==> config.mk <==
export PLATFORM = sky130hd
export DESIGN_NAME = czn_queue
export DESIGN_NICKNAME = d
export VERILOG_FILES = /design/src/design/czn_pkg.sv /design/src/design/czn_queue.sv
export SDC_FILE = /design/constraint.sdc
export NUM_CORES = 1
export LEC_CHECK = 0
export ABC_AREA = 1
export BUFFER_PORTS_ARGS = -buffer_cell sky130_fd_sc_hd__buf_2
export CORE_ASPECT_RATIO = 0.9
export CORE_MARGIN = 10
export CORE_UTILIZATION = 45
export CTS_BUF_LIST = sky130_fd_sc_hd__clkbuf_8 sky130_fd_sc_hd__clkbuf_16
export DETAILED_ROUTE_END_ITERATION = 8
export HOLD_SLACK_MARGIN = 0.03
export PLACE_DENSITY = 0.62
export SYNTH_ARGS = -nofsm -noshare
export SYNTH_HDL_FRONTEND = slang
export SYNTH_SLANG_ARGS = --single-unit
export TNS_END_PERCENT = 30
==> constraint.sdc <==
create_clock -name clk -period 4.6 [get_ports clk]
set_clock_uncertainty 0.2 [all_clocks]
set_input_delay 1.38 -clock clk [delete_from_list [all_inputs] [get_ports clk]]
set_output_delay 1.38 -clock clk [all_outputs]
set_load 0.05 [all_outputs]
==> src/design/czn_pkg.sv <==
// shared constants and codes for the center zoom nearest neighbor block
package czn_pkg;

	localparam int POS_W       = 8;
	localparam int PIX_W       = 32;
	localparam int SCALE_W     = 24;
	localparam int SIZE_W      = 9;
	localparam int COORD_W     = 13;
	localparam int DIFF_W      = 11;
	localparam int FRAC_W      = 16;
	localparam int MAP_W       = 36;
	localparam int QUEUE_DEPTH = 4;
	localparam int CFG_IDX_W   = 2;

	localparam logic OP_WRITE = 1'b0;
	localparam logic OP_READ  = 1'b1;

	localparam logic [CFG_IDX_W-1:0] REG_INV_SCALE = 2'd0;
	localparam logic [CFG_IDX_W-1:0] REG_FRAME_W   = 2'd1;
	localparam logic [CFG_IDX_W-1:0] REG_FRAME_H   = 2'd2;

	localparam logic [SCALE_W-1:0] RESET_SCALE = 24'd65536;
	localparam logic [SIZE_W-1:0]  RESET_SIZE  = 9'd256;
	localparam logic [MAP_W-1:0]   ROUND_HALF  = 36'd65536;

endpackage

==> src/design/czn_queue.sv <==
// short queue between the front end and the frame store
module czn_queue
	import czn_pkg::*;
#(
	parameter int DATA_W = 50
) (
	input  logic              clk,
	input  logic              arst_n,
	input  logic              push_valid,
	output logic              push_ready,
	input  logic [DATA_W-1:0] push_data,
	output logic              pop_valid,
	input  logic              pop_ready,
	output logic [DATA_W-1:0] pop_data
);

	localparam int PTR_W = $clog2(QUEUE_DEPTH);
	localparam logic [PTR_W:0] FULL_C = (PTR_W+1)'(QUEUE_DEPTH);

	logic [DATA_W-1:0] slots_q [QUEUE_DEPTH];
	logic [PTR_W-1:0]  wr_ptr_q, rd_ptr_q;
	logic [PTR_W:0]    count_q;
	logic              push, pop;

	assign push_ready = (count_q != FULL_C);
	assign pop_valid  = (count_q != '0);
	assign pop_data   = slots_q[rd_ptr_q];
	assign push       = push_valid && push_ready;
	assign pop        = pop_valid && pop_ready;

	always_ff @(posedge clk or negedge arst_n) begin
		if (!arst_n) begin
			wr_ptr_q <= '0;
			rd_ptr_q <= '0;
			count_q  <= '0;
		end else begin
			if (push) wr_ptr_q <= wr_ptr_q + 1'b1;
			if (pop) rd_ptr_q <= rd_ptr_q + 1'b1;
			if (push && !pop) begin
				count_q <= count_q + 1'b1;
			end else if (pop && !push) begin
				count_q <= count_q - 1'b1;
			end
		end
	end

	always_ff @(posedge clk) begin
		if (push) slots_q[wr_ptr_q] <= push_data;
	end

	a_count_bound: assert property (@(posedge clk) disable iff (!arst_n)
		count_q <= FULL_C)
		else $error("queue count above depth");

	a_count_up: assert property (@(posedge clk) disable iff (!arst_n)
		push && !pop |=> count_q == $past(count_q) + 1'b1)
		else $error("queue count did not grow on push");

	a_count_down: assert property (@(posedge clk) disable iff (!arst_n)
		pop && !push |=> count_q == $past(count_q) - 1'b1)
		else $error("queue count did not shrink on pop");

endmodule

# Word-level counts from Yosys, hierarchy flattened
# Memories as Yosys holds them, arrays and structs flattened.
# Cells that the tools add are included.
[word_totals] in_bits=54 memories=1 mem_bits_rw=200 wordCells=21 regBits=7 output_inout_bits=52
[classes] n_reduce_logical=8 add_sub_neg=4 mux=4 eq_ne=1
[mem_list] name="slots_q" words=4 word_bits=50 read_ports=1 rd_clocked_by_memory_dff=0 write_ports=1 line_no="czn_queue.sv:20" text="logic [DATA_W-1:0] slots_q [QUEUE_DEPTH];"
[op_table] operator="$mux W3" n=2
[op_table] operator="$add A2 B1 Y2 const B" n=2
[op_table] operator="$logic_and A1 B1 Y1" n=4
[op_table] operator="$add A3 B1 Y3 const B" n=1
[op_table] operator="$ne A3 B3 Y1 const B" n=1
[op_table] operator="$reduce_bool A3 Y1" n=1
[op_table] operator="$sub A3 B1 Y3 const B" n=1
[op_table] operator="$logic_not A1 Y1" n=2
[op_table] operator="$mux W1" n=2
[op_table] operator="$reduce_bool A2 Y1" n=1

# Longest topological paths before layout
[logic_depth] word_depth=6 depth_mapped=12

# Worst setup path before layout
# Ideal clock, no wire load.
[synth_path] kind="input to register" start="input port push_valid" end="memory slots_q[0][0] (enable)" stages=2 setup_slack_ns=0.279 n_path_buf=0 arrival_ns=3.663 cell_sequence="nand2_1 > nor2_1"
[synth_via] elab_chain_cells=3
[synth_lines] item="start: declaration" line_no="czn_queue.sv:9" text="input logic push_valid,"
[synth_lines] item="$logic_and A1 B1 Y1" line_no="czn_queue.sv:28" text="assign push = push_valid && push_ready;"
[synth_lines] item="$mux W1" line_no="czn_queue.sv:48" text="if (push) slots_q[wr_ptr_q] <= push_data;"
[synth_lines] item="$mux W1 (implied by the code)" line_no="czn_queue.sv:48"
[synth_lines] item="end: declaration" line_no="czn_queue.sv:20"
# Every way passes these cells.

# Final worst setup path
[layout_path] start="register rd_ptr_q[0]" end="output port pop_data[49]"
[layout_via] elab_chain_cells=1
[layout_lines] item="start: declaration" line_no="czn_queue.sv:21" text="logic [PTR_W-1:0] wr_ptr_q, rd_ptr_q;"
[layout_lines] item="start signal: assignment" line_no="czn_queue.sv:38" text="if (pop) rd_ptr_q <= rd_ptr_q + 1'b1;"
[layout_lines] item="$mem_v2 Z4 W50"
[layout_lines] item="end: declaration" line_no="czn_queue.sv:14" text="output logic [DATA_W-1:0] pop_data"
# Every way passes these cells.

==> impl_results.md <==
- Run status: complete, no violations
- Met3 Resource Use GR: 3.93%
- Post-layout instance area: ~0.010 sq mm
- Core Footprint: about 0.019 sq mm
- Total gr overflow: 0
- Max-cap violations: 0
- CP Capture Type: primary output
- Top-area cell type share of the netlist area: 70.5%
- Via count: 4,956
- Share of cells above drive strength 1: 22.7%
- # setup viols final: 0
- Yosys warns: 0
- CTS max path bufs: 3
- Worst-path clk slew: 60 ps
- Critical path fanouts, max: between 70 and 80
- CP Data Required Time: between 3000 and 4000 ps
- Worst-Skew Late Latency: 490 ps
- Yosys cell types: 17
- Clock sink count: 207
- Pwr/cell area: approximately 760 mW/mm^2
- Dpl hpwl: just over 10 mm
- Starting Density: a little under half
- CTS hold repair buffers: 0
- Post-synthesis net count: around 700
- Wirelength, routed: between 15 and 20 mm
- Setup CP Type: register to primary output
- Minimum clock period: 3810 ps
- Post-CTS Setup Repair Bufs: 0
- Fillers: 1,532
- Mapped cell area: 0.00852 sq mm
- Clk root buf: clkbuf_16
- Drt pass-1 iters: 5
- Final Max Slew Viols: 0
- Seq/Total Area, Yosys: 72.5%
- Synth area leaders: edfxtp_1, o211ai_1, nand2_1, inv_1, buf_6
- Hold Violations, Final: 0
- Final Wtd Congestion: 0.769
- CTS tree: done
- Die H: ~150 microns
- Area grow syn2layout: 17.4%
- Most frequent cells in the layout: edfxtp_1, nand2_1, inv_1
- Synth area leader: edfxtp_1
- DP Area: 0.00924 sq mm
- Slew @ Worst Pin: 739 ps
- Largest net degree at the start of global routing: between 70 and 80
- Mapped Avg Cell Area: 13.3 sq um
- GRT Max-Usage Layer: met2
- First-pass GRT wire length: 25.7 mm
- Worst VDD drop: 0.000466 V
- Die area: 0.0248 sq mm
- Lkg Pwr: 4.10 nW
- # port buffers: 105
- Vias per cell: 4.89
- Vias in the first global route: between 4,000 and 5,000
- Chip width: around 170 microns
- Critical Path AT: 2230 ps
- RSZ-0062 raised after global routing: false
- Post-CTS Resized: 0
- TNS Setup: 0 ps
- Initial antenna violation count: 2
- Tcrit/Tclk final: approximately 83%
- Starting DRT DRC Count: 252
- H-tree level count: 1
- Slew HR: 50.6%
- Fmax: ~260 MHz
- IO Pins: 106
- #FFs+latches synth: 207
- Met2 usage: 21.6%
- GRT Util Overall: 13.0%
- Crit path launch type: register
- Hold Path Class: register to register
- Final net count: 812
- Syn Inst Count: between 600 and 700
- Most common cell after layout, fill and taps aside: edfxtp_1
- Wire length per cell: 16.4 microns
- Cell Rows: 47
- Met1 Use GR: about 16%
- Cts bufs inserted: 22
- DRT antenna net count: 0
- # DRC: 0
per-layer routing:
layer  wire (microns)  vias to the layer above
li1                 -                     2451
met1             7200                     2336
met2             7740                      138
met3             1350                       29
met4              318                        2
met5               13                        -
power breakdown:
| part | switching (mW) | internal [mW] | total (mW) |
|---|---|---|---|
| Combinational | 2.50 | 0.740 | 3.24 |
| Sequential | 0.101 | 2.48 | 2.58 |
| Clock | 0.681 | 1.13 | 1.81 |
cell usage after synthesis:
master / count
edfxtp_1: 200
nand2_1: 167
inv_1: 114
o211ai_1: 84
buf_6: 21
o211ai_2: 16
buf_2: 11
dfrtp_1: 7
nand3_1: 7
ha_1: 5
nor2_1: 4
inv_2: 2
clkbuf_1: 1
fa_1: 1
nand4_1: 1
o21ai_0: 1
xnor2_1: 1
path summary, 6_finish.rpt:
kind	to	from	slack [ps]	cells after the start
max reg2reg	slots_q[3][42]	count_q[0]	2170	5
min in group asynchronous	rd_ptr_q[0]	arst_n	510	1
max in group asynchronous	rd_ptr_q[1]	arst_n	3510	1
min reg2reg	count_q[2]	count_q[2]	320	2
min	count_q[2]	count_q[2]	320	2
max	pop_data[49]	rd_ptr_q[0]	790	5
stage by stage:
stage / worst slack [ps] / hold WS, ps / power [mW] / instances / utilization [%]
after floorplan: 279 / 263 / 5.23 / 643 / -
after global placement: 1330 / 276 / 5.86 / 973 / 49.9
after detailed placement: 1290 / 307 / 5.92 / 973 / 49.9
after CTS: 751 / 320 / 7.74 / 1013 / 54.0
after global routing: 630 / 341 / 8.05 / 1013 / 54.0
final: 788 / 320 / 7.63 / 1014 / 54.0
sequential cells by signal (all words and copies together) (netlist names):
| signal | flops |
|---|---|
| rd_ptr_q | 2 |
| slots_q | 200 |
| count_q | 3 |
| wr_ptr_q | 2 |
critical path, cell delays in order, from the launching register on:
cell and delay (ps):
dfrtp_1 440, inv_6 400, buf_4 360, o211ai_1 110, nand2_1 140, buf_2 270
cells by family after synthesis:
kind of cell               count (synthesis)  share of synthesized area [%]
and+or+nand+nor                          179                           8.02
xor gates and xnor gates                   1                          0.103
buffers and inverters                    149                           8.57
AOI/OAI and AO/OA                        101                           9.81
DFF                                      207                           72.5
adders and majority gates                  6                          0.969
cell type report:
cell class              instances  area, sq um  share of cell area (%)
flip-flops and latches        207         6180                    61.8
multi-input cells             287         1640                    16.4
repair buffers                118          673                    6.73
clock buffers                  23          576                    5.75
inverters                     116          440                    4.40
well taps                     245          307                    3.06
clock inverters                17          181                    1.81
diodes                          1         2.50                  0.0250
Power figures use the tool's default switching activity.
