File: src/design/czn_pkg.sv
// shared constants and codes for the center zoom nearest neighbor block
package czn_pkg;

	localparam int POS_W       = 8;
	localparam int PIX_W       = 32;
	localparam int SCALE_W     = 24;
	localparam int SIZE_W      = 9;
	localparam int COORD_W     = 13;
	localparam int DIFF_W      = 11;
	localparam int FRAC_W      = 16;
	localparam int MAP_W       = 36;
	localparam int QUEUE_DEPTH = 4;
	localparam int CFG_IDX_W   = 2;

	localparam logic OP_WRITE = 1'b0;
	localparam logic OP_READ  = 1'b1;

	localparam logic [CFG_IDX_W-1:0] REG_INV_SCALE = 2'd0;
	localparam logic [CFG_IDX_W-1:0] REG_FRAME_W   = 2'd1;
	localparam logic [CFG_IDX_W-1:0] REG_FRAME_H   = 2'd2;

	localparam logic [SCALE_W-1:0] RESET_SCALE = 24'd65536;
	localparam logic [SIZE_W-1:0]  RESET_SIZE  = 9'd256;
	localparam logic [MAP_W-1:0]   ROUND_HALF  = 36'd65536;

endpackage

File: src/design/czn_front.sv
// front end: accepts items, maps read coordinates and builds queue entries
module czn_front
	import czn_pkg::*;
#(
	parameter int MAX_WIDTH  = 256,
	parameter int MAX_HEIGHT = 256,
	localparam int XW      = $clog2(MAX_WIDTH),
	localparam int YW      = $clog2(MAX_HEIGHT),
	localparam int AW      = XW + YW,
	localparam int ENTRY_W = 2 + AW + PIX_W
) (
	input  logic               clk,
	input  logic               arst_n,
	input  logic               in_valid,
	output logic               in_ready,
	input  logic               opcode,
	input  logic [POS_W-1:0]   pos_x,
	input  logic [POS_W-1:0]   pos_y,
	input  logic [PIX_W-1:0]   pixel_in,
	input  logic [SCALE_W-1:0] inverse_scale,
	input  logic [SIZE_W-1:0]  frame_width,
	input  logic [SIZE_W-1:0]  frame_height,
	output logic               push_valid,
	input  logic               push_ready,
	output logic [ENTRY_W-1:0] push_data
);

	localparam logic [COORD_W-1:0] MAX_W_C = COORD_W'(MAX_WIDTH);
	localparam logic [COORD_W-1:0] MAX_H_C = COORD_W'(MAX_HEIGHT);
	localparam int QW = MAP_W - 1 - (FRAC_W + 1);

	logic [SIZE_W-1:0]        w_eff, h_eff;
	logic [COORD_W-1:0]       px_ext, py_ext;
	logic signed [DIFF_W-1:0] diff_x, diff_y;
	logic signed [SCALE_W:0]  scale_s;
	logic signed [MAP_W-1:0]  prod_x, prod_y;
	logic [MAP_W-1:0]         off_x, off_y;
	logic                     wr_ok;
	logic                     adv1, adv2;

	logic                     v_s1;
	logic                     op_s1;
	logic                     wr_ok_s1;
	logic [XW-1:0]            col_s1;
	logic [YW-1:0]            row_s1;
	logic [PIX_W-1:0]         pix_s1;
	logic signed [MAP_W-1:0]  prod_x_s1, prod_y_s1;

	logic                     v_s2;
	logic                     op_s2;
	logic                     wr_ok_s2;
	logic [XW-1:0]            col_s2;
	logic [YW-1:0]            row_s2;
	logic [PIX_W-1:0]         pix_s2;
	logic [MAP_W-1:0]         sum_x_s2, sum_y_s2;

	logic                     inb_x, inb_y;
	logic [AW-1:0]            addr;

	// frame size clamped to the store
	assign w_eff = ({{(COORD_W-SIZE_W){1'b0}}, frame_width} > MAX_W_C) ?
		MAX_W_C[SIZE_W-1:0] : frame_width;
	assign h_eff = ({{(COORD_W-SIZE_W){1'b0}}, frame_height} > MAX_H_C) ?
		MAX_H_C[SIZE_W-1:0] : frame_height;

	assign px_ext = COORD_W'(pos_x);
	assign py_ext = COORD_W'(pos_y);
	assign wr_ok  = (px_ext < MAX_W_C) && (py_ext < MAX_H_C);

	// twice the offset from center, times the inverse scale
	assign diff_x  = $signed({2'b00, pos_x, 1'b0}) - $signed({2'b00, w_eff});
	assign diff_y  = $signed({2'b00, pos_y, 1'b0}) - $signed({2'b00, h_eff});
	assign scale_s = $signed({1'b0, inverse_scale});
	assign prod_x  = MAP_W'(diff_x) * MAP_W'(scale_s);
	assign prod_y  = MAP_W'(diff_y) * MAP_W'(scale_s);

	// center term plus half for rounding
	assign off_x = {{(MAP_W-SIZE_W-FRAC_W){1'b0}}, w_eff, {FRAC_W{1'b0}}} + ROUND_HALF;
	assign off_y = {{(MAP_W-SIZE_W-FRAC_W){1'b0}}, h_eff, {FRAC_W{1'b0}}} + ROUND_HALF;

	// rounded coordinate is sum >> 17, valid only when the sum is positive
	assign inb_x = !sum_x_s2[MAP_W-1] && (sum_x_s2 != '0) &&
		(sum_x_s2[MAP_W-2:FRAC_W+1] < QW'(w_eff));
	assign inb_y = !sum_y_s2[MAP_W-1] && (sum_y_s2 != '0) &&
		(sum_y_s2[MAP_W-2:FRAC_W+1] < QW'(h_eff));

	assign addr = (op_s2 == OP_READ) ?
		{sum_y_s2[FRAC_W+1 +: YW], sum_x_s2[FRAC_W+1 +: XW]} : {row_s2, col_s2};

	assign push_valid = v_s2 && ((op_s2 == OP_READ) || wr_ok_s2);
	assign push_data  = {op_s2, inb_x && inb_y, addr, pix_s2};

	assign adv2     = !v_s2 || !push_valid || push_ready;
	assign adv1     = !v_s1 || adv2;
	assign in_ready = adv1;

	always_ff @(posedge clk or negedge arst_n) begin
		if (!arst_n) begin
			v_s1 <= 1'b0;
			v_s2 <= 1'b0;
		end else begin
			if (adv1) v_s1 <= in_valid;
			if (adv2) v_s2 <= v_s1;
		end
	end

	always_ff @(posedge clk) begin
		if (adv1 && in_valid) begin
			op_s1     <= opcode;
			wr_ok_s1  <= wr_ok;
			col_s1    <= px_ext[XW-1:0];
			row_s1    <= py_ext[YW-1:0];
			pix_s1    <= pixel_in;
			prod_x_s1 <= prod_x;
			prod_y_s1 <= prod_y;
		end
		if (adv2 && v_s1) begin
			op_s2    <= op_s1;
			wr_ok_s2 <= wr_ok_s1;
			col_s2   <= col_s1;
			row_s2   <= row_s1;
			pix_s2   <= pix_s1;
			sum_x_s2 <= $unsigned(prod_x_s1) + off_x;
			sum_y_s2 <= $unsigned(prod_y_s1) + off_y;
		end
	end

endmodule

File: config.mk
export PLATFORM = sky130hd
export DESIGN_NAME = czn_front
export DESIGN_NICKNAME = d
export VERILOG_FILES = /design/src/design/czn_pkg.sv /design/src/design/czn_front.sv
export SDC_FILE = /design/constraint.sdc
export NUM_CORES = 1
export LEC_CHECK = 0
export ABC_CLOCK_PERIOD_IN_PS = 3400
export BUFFER_PORTS_ARGS = -buffer_cell sky130_fd_sc_hd__buf_4
export CAP_MARGIN = 20
export CORE_ASPECT_RATIO = 0.9
export CORE_MARGIN = 5
export CORE_UTILIZATION = 55
export DETAILED_ROUTE_END_ITERATION = 12
export HOLD_SLACK_MARGIN = 0.05
export PLACE_DENSITY = 0.82
export SETUP_SLACK_MARGIN = 0.15
export SLEW_MARGIN = 20
export SYNTH_ARGS = -nofsm -noshare
export SYNTH_HDL_FRONTEND = slang
export SYNTH_SLANG_ARGS = --single-unit
export TNS_END_PERCENT = 20
File: constraint.sdc
create_clock -name clk -period 3.4 [get_ports clk]
set_input_delay 0.68 -clock clk [delete_from_list [all_inputs] [get_ports clk]]
set_output_delay 0.68 -clock clk [all_outputs]
set_load 0.05 [all_outputs]
[Word level (Yosys, flattened, before mapping)]
Index checks and enable logic that the tools add are counted.
Cells by class
  add/sub/neg operators: 6
  reductions and logical operators: 20
  order comparisons: 6
  multipliers: 2
  muxes and demuxes: 3
Operators by type and width (count)
  36-bit by 26-bit adder with 36-bit output: 2
  36-bit nonzero test: 2
  10-bit by 25-bit multiplier with 35-bit output: 2
  25-bit by 17-bit adder with 26-bit output, second input constant: 2
  18-bit by 9-bit less-than comparator with 1-bit output: 2
  9-bit by 9-bit subtractor with 10-bit output: 2
  9-bit > comparator, second input constant: 2
  8-bit by 9-bit less-than comparator with 1-bit output, second input constant: 2
  9-bit two-way mux: 2
  16-bit two-way mux: 1
  1-bit logical AND: 9
  1-bit zero test: 5
  1-bit logical OR: 4
Storage, ports and cells
  flip-flop bits (word level): 246
  bits of input ports: 95
  output and inout port bits: 52

[Logic depth before layout (Yosys ltp)]
  depth after elaboration: 7
  depth in mapped cells: 32
  mapped depth without buffers: 30

[Least setup slack after synthesis]
OpenSTA, ideal clock, no wires.
  path kind: input port to flip-flop
  start point: input frame_height[0]
  end point: register prod_y_s1[33] (data pin)
  setup time: 0.272 ns
  path slack: -4.092 ns
  stages: 29
  arrival time: 7.220 ns
  cells stage by stage: nor2b_2 -> inv_2 -> fa_1 -> a21o_1 -> a21oi_1 -> o21bai_1 -> a21oi_1 -> o21ai_0 -> a21oi_1 -> xnor2_1 -> clkbuf_1 -> nand2_1 -> fa_1 -> fa_1 -> inv_1 -> fa_1 -> fa_1 -> inv_1 -> fa_1 -> inv_1 -> ha_1 -> a21o_1 -> a21o_1 -> a21oi_1 -> o22ai_1 -> a311oi_2 -> o21ai_0 -> a31oi_1 -> o311ai_1
Between the ends
  longest elaborated chain between the ends: 4
Ends and longest elaborated chain
  start: declaration: line czn_front.sv:22  | input logic [SIZE_W-1:0] frame_height,
  9-bit > comparator: line czn_front.sv:63  | assign h_eff = ({{(COORD_W-SIZE_W){1'b0}}, frame_height} > MAX_H_C) ?
  9-bit two-way mux *: line czn_front.sv:63
  9-bit by 9-bit subtractor with 10-bit output *: line czn_front.sv:72  | assign diff_y = $signed({2'b00, pos_y, 1'b0}) - $signed({2'b00, h_eff});
  10-bit by 25-bit multiplier with 35-bit output *: line czn_front.sv:75  | assign prod_y = MAP_W'(diff_y) * MAP_W'(scale_s);
  named net prod_y[33]: line czn_front.sv:36  | logic signed [MAP_W-1:0] prod_x, prod_y;
  end signal: assignment: line czn_front.sv:115  | prod_y_s1 <= prod_y;
  end: declaration: line czn_front.sv:47  | logic signed [MAP_W-1:0] prod_x_s1, prod_y_s1;
Mark *: on every way through the listed nets, which the timed path passes. The rest lies on a longest branch.
A chain may end at the register's enable or synchronous reset.

[Worst setup path in the final report]
  start point: input frame_height[8]
  end point: register prod_y_s1[34] (data pin)
The elaborated chain is that of the path after synthesis.

==> results.sh <==
export IMPL_status="complete, but fails checks"
export IMPL_violations="setup timing"
export IMPL_cp_common_cell="fa_1"
export IMPL_core_um2=47700
export IMPL_reg2reg_from="prod_x_s1[17]$_DFFE_PP_"
export IMPL_viasPerCell=5.58
export IMPL_ys_types=74
export IMPL_maxSlewHeadroom=0.505
export IMPL_ios=147
export IMPL_muxShareOfSynthArea=0.0166
export IMPL_syn_area_um2=26500
export IMPL_die_h_um=218
export IMPL_grt_total_usage=0.253
export IMPL_cts_buffers=26
export IMPL_slowest_stage="fa_2"
export IMPL_worstSkewPairLatency_ns=0.55
export IMPL_reg2reg_depth=12
export IMPL_netlist_instances=2558
export IMPL_critical_path_class="in2reg"
export IMPL_cts_root_buffer="clkbuf_16"
export IMPL_hp_class="in2reg"
export IMPL_grt_max_degree=42
export IMPL_die_area_um2=52600
export IMPL_drv_slew=0
export IMPL_drc_errors=0
export IMPL_hold_path_cell_count=1
export IMPL_synth_most_common_cell="inv_1"
export IMPL_start_kind="input port"
export IMPL_fin_ws_ns=-3.63
export IMPL_fin_crit_ns=7.03
export IMPL_ys_seq_area_frac=0.274
export IMPL_die_w_um=241
export IMPL_synth_simple_area_share=0.139
export IMPL_hold_path_end="pix_s1[21]$_DFFE_PP_"
export IMPL_setup_viol=64
export IMPL_synth_area_leader_cell="edfxtp_1"
export IMPL_fp_row_count=76
export IMPL_wl_per_cell_um=19.1
export IMPL_arrival_ns=7.31
export IMPL_tritoncts="done"
export IMPL_synth_edf_count=240
export IMPL_dr_pass1_iters=6
export IMPL_synth_seq_cells=242
export IMPL_worst_pin_slew_ns=0.735
export IMPL_routed_via_count=20633
export IMPL_gp_congestion=0.922
export IMPL_ys_flop_type="edfxtp_1"
export IMPL_synth_xor_area_share=0.0344
export IMPL_syn_nets=3264
export IMPL_r2r_slack_ns=0.36
export IMPL_r2r_end="sum_x_s2[35]$_DFFE_PP_"
export IMPL_synthArstFlopShare=0.00826
export IMPL_max_stage_delay_ns=0.57
export IMPL_antenna_found_initial=6
export IMPL_max_freq_mhz=142
export IMPL_synth_warnings=0
export IMPL_numClockSinks=242
export IMPL_hp_start="pixel_in[21]"
export IMPL_clockBufferDepth=3
export IMPL_whs_ns=0.304
export IMPL_nNetsFinal=3759
export IMPL_portBuffers=146
export IMPL_grt_overflow=0
export IMPL_postRouteAntennaNets=0
export IMPL_drive_above_1_share=0.296
export IMPL_hpwlAfterDp_um=51800
export IMPL_crit_fanout=4
export IMPL_yosys_area_top_type_share=0.272
export IMPL_drtIter0Drc=1555
export IMPL_h_tree_depth=1
export IMPL_syn_to_final_growth_pct=28.3
export IMPL_path_clk_slew_ns=0.06
export IMPL_wl_um=70400
export IMPL_finalHoldViolCount=0
export IMPL_grt_pass1_wl_um=109000
export IMPL_avgSynthCellArea_um2=10.3
export IMPL_finalCritPeriodShare=2.07
export IMPL_endpoint_kind="flip-flop"
export IMPL_rsz0062_at_grt="yes"
export IMPL_synth_cells_most_frequent="inv_1 (470), fa_1 (354), nand2_1 (292), ha_1 (257), edfxtp_1 (240)"
export IMPL_synth_compound_area_frac=0.0619
export IMPL_fin_skew_ns=0.0240
export IMPL_crit_family="adder cells"
export IMPL_yosys_area_share_adder=0.389
export IMPL_cp_num_buf_inv=10
export IMPL_start_util=0.554
export IMPL_synth_top_family_by_area="adder cells"
export IMPL_max_cap_violations=0
export IMPL_critPathRequiredTime_ns=3.68
export IMPL_grt_pass1_vias=22271
export IMPL_synth_area_leaders="edfxtp_1 (27%), fa_1 (27%), ha_1 (12%)"
-- final cells by class --
type | count | area, um^2
clock inverters | 10 | 160
well taps | 624 | 781
diodes | 1 | 2.50
fillers | 3117 | 13800
multi-input cells | 1734 | 18500
inverters | 476 | 1810
clock buffers | 37 | 743
flip-flops and latches | 242 | 7260
repair buffers | 573 | 4660
-- state kept, by name, summed over array words and instances, names as in the netlist --
signal / cells
sum_x_s2: 36
sum_y_s2: 36
col_s1: 8
op_s1: 1
pix_s2: 32
col_s2: 8
prod_x_s1: 35
prod_y_s1: 35
v_s2: 1
op_s2: 1
row_s2: 8
v_s1: 1
pix_s1: 32
row_s1: 8
-- metal layers --
metal / global-route usage / vias up / part of all wire / wire, um
li1: - / 9159 / - / -
met1: 0.324 / 10361 / 0.38 / 27000
met2: 0.437 / 867 / 0.50 / 34900
met3: 0.0388 / 238 / 0.071 / 5030
met4: 0.0933 / 8 / 0.048 / 3390
met5: 0 / - / 0.00055 / 39
-- worst max-delay path by stage --
stage / from / depth (start not counted) / endpoint / slack, ns
floorplan: frame_width[0] / 29 / prod_x_s1[30]$_DFFE_PP_ / -3.68
finish: frame_height[8] / 32 / prod_y_s1[34]$_DFFE_PP_ / -3.63
detailed placement: frame_height[8] / 30 / prod_y_s1[21]$_DFFE_PP_ / -4.06
global route: frame_height[8] / 32 / prod_y_s1[34]$_DFFE_PP_ / -3.67
CTS: frame_height[8] / 32 / prod_y_s1[33]$_DFFE_PP_ / -3.27
global placement: frame_width[8] / 29 / prod_x_s1[30]$_DFFE_PP_ / -3.89
-- through the flow --
| stage | setup slack, ns | instances | utilization | TNS (ns) | instance area, um^2 |
|---|---|---|---|---|---|
| floorplan | -3.68 | 2558 | - | -260.16 | 27300 |
| global route | -3.67 | 3696 | 0.711 | -187.56 | 33900 |
| CTS | -3.27 | 3671 | 0.697 | -164.10 | 33300 |
| detailed placement | -4.06 | 3605 | 0.664 | -220.97 | 31700 |
| global placement | -3.89 | 3605 | 0.664 | -208.24 | 31700 |
| finish | -3.63 | 3697 | 0.711 | -180.87 | 33900 |
-- cell usage in the layout, fill, tap and decap left out, types with 7 or more instances in the layout --
master | Yosys | routed
o21a_1 | 8 | 7
o21ai_2 | 0 | 11
nor2_1 | 82 | 76
o21ai_0 | 38 | 16
ha_4 | 0 | 51
mux2i_1 | 18 | 10
ha_1 | 257 | 201
edfxtp_1 | 240 | 240
buf_12 | 0 | 18
a211oi_2 | 3 | 7
fa_1 | 354 | 342
and3_1 | 9 | 8
buf_4 | 7 | 521
xor2_1 | 34 | 32
fa_2 | 0 | 12
nand2_1 | 292 | 273
nand3_1 | 18 | 16
nand2_2 | 0 | 12
nand4_1 | 10 | 10
nor4_1 | 19 | 18
xnor2_1 | 70 | 60
a21o_1 | 30 | 30
mux2_2 | 23 | 22
and2_1 | 183 | 164
nor3_1 | 14 | 11
inv_2 | 3 | 29
clkbuf_16 | 0 | 27
nand2b_1 | 65 | 64
or2_2 | 8 | 7
inv_1 | 470 | 441
nor2b_1 | 14 | 13
clkbuf_1 | 92 | 7
o21bai_1 | 15 | 13
and2_4 | 0 | 19
buf_6 | 2 | 29
o21ai_1 | 6 | 14
a21oi_1 | 74 | 39
a21oi_2 | 4 | 33
-- repair_timing --
action / 4_1_cts / 5_1_grt
buffers inserted: 17 / 23
gates resized for setup: 101 / 100
endpoints found under the hold margin: 2 / 0
setup endpoints to repair: 75 / 75
pin swaps: 42 / 86
hold buffers: 1 / 0
gates cloned: 1 / 2
-- cells by family (layout without fill, tap and decap cells) --
group | Yosys count | in the layout
buffers and inverters | 583 | 1096
xor gates and xnor gates | 104 | 105
muxes | 41 | 41
and+or+nand+nor | 736 | 736
AOI/OAI and AO/OA | 241 | 241
other | 0 | 1
DFF | 242 | 242
adders and majority gates | 611 | 611
Power is not shown: default switching activity piles up to over one toggle a cycle in this logic, so the estimate is an artifact.
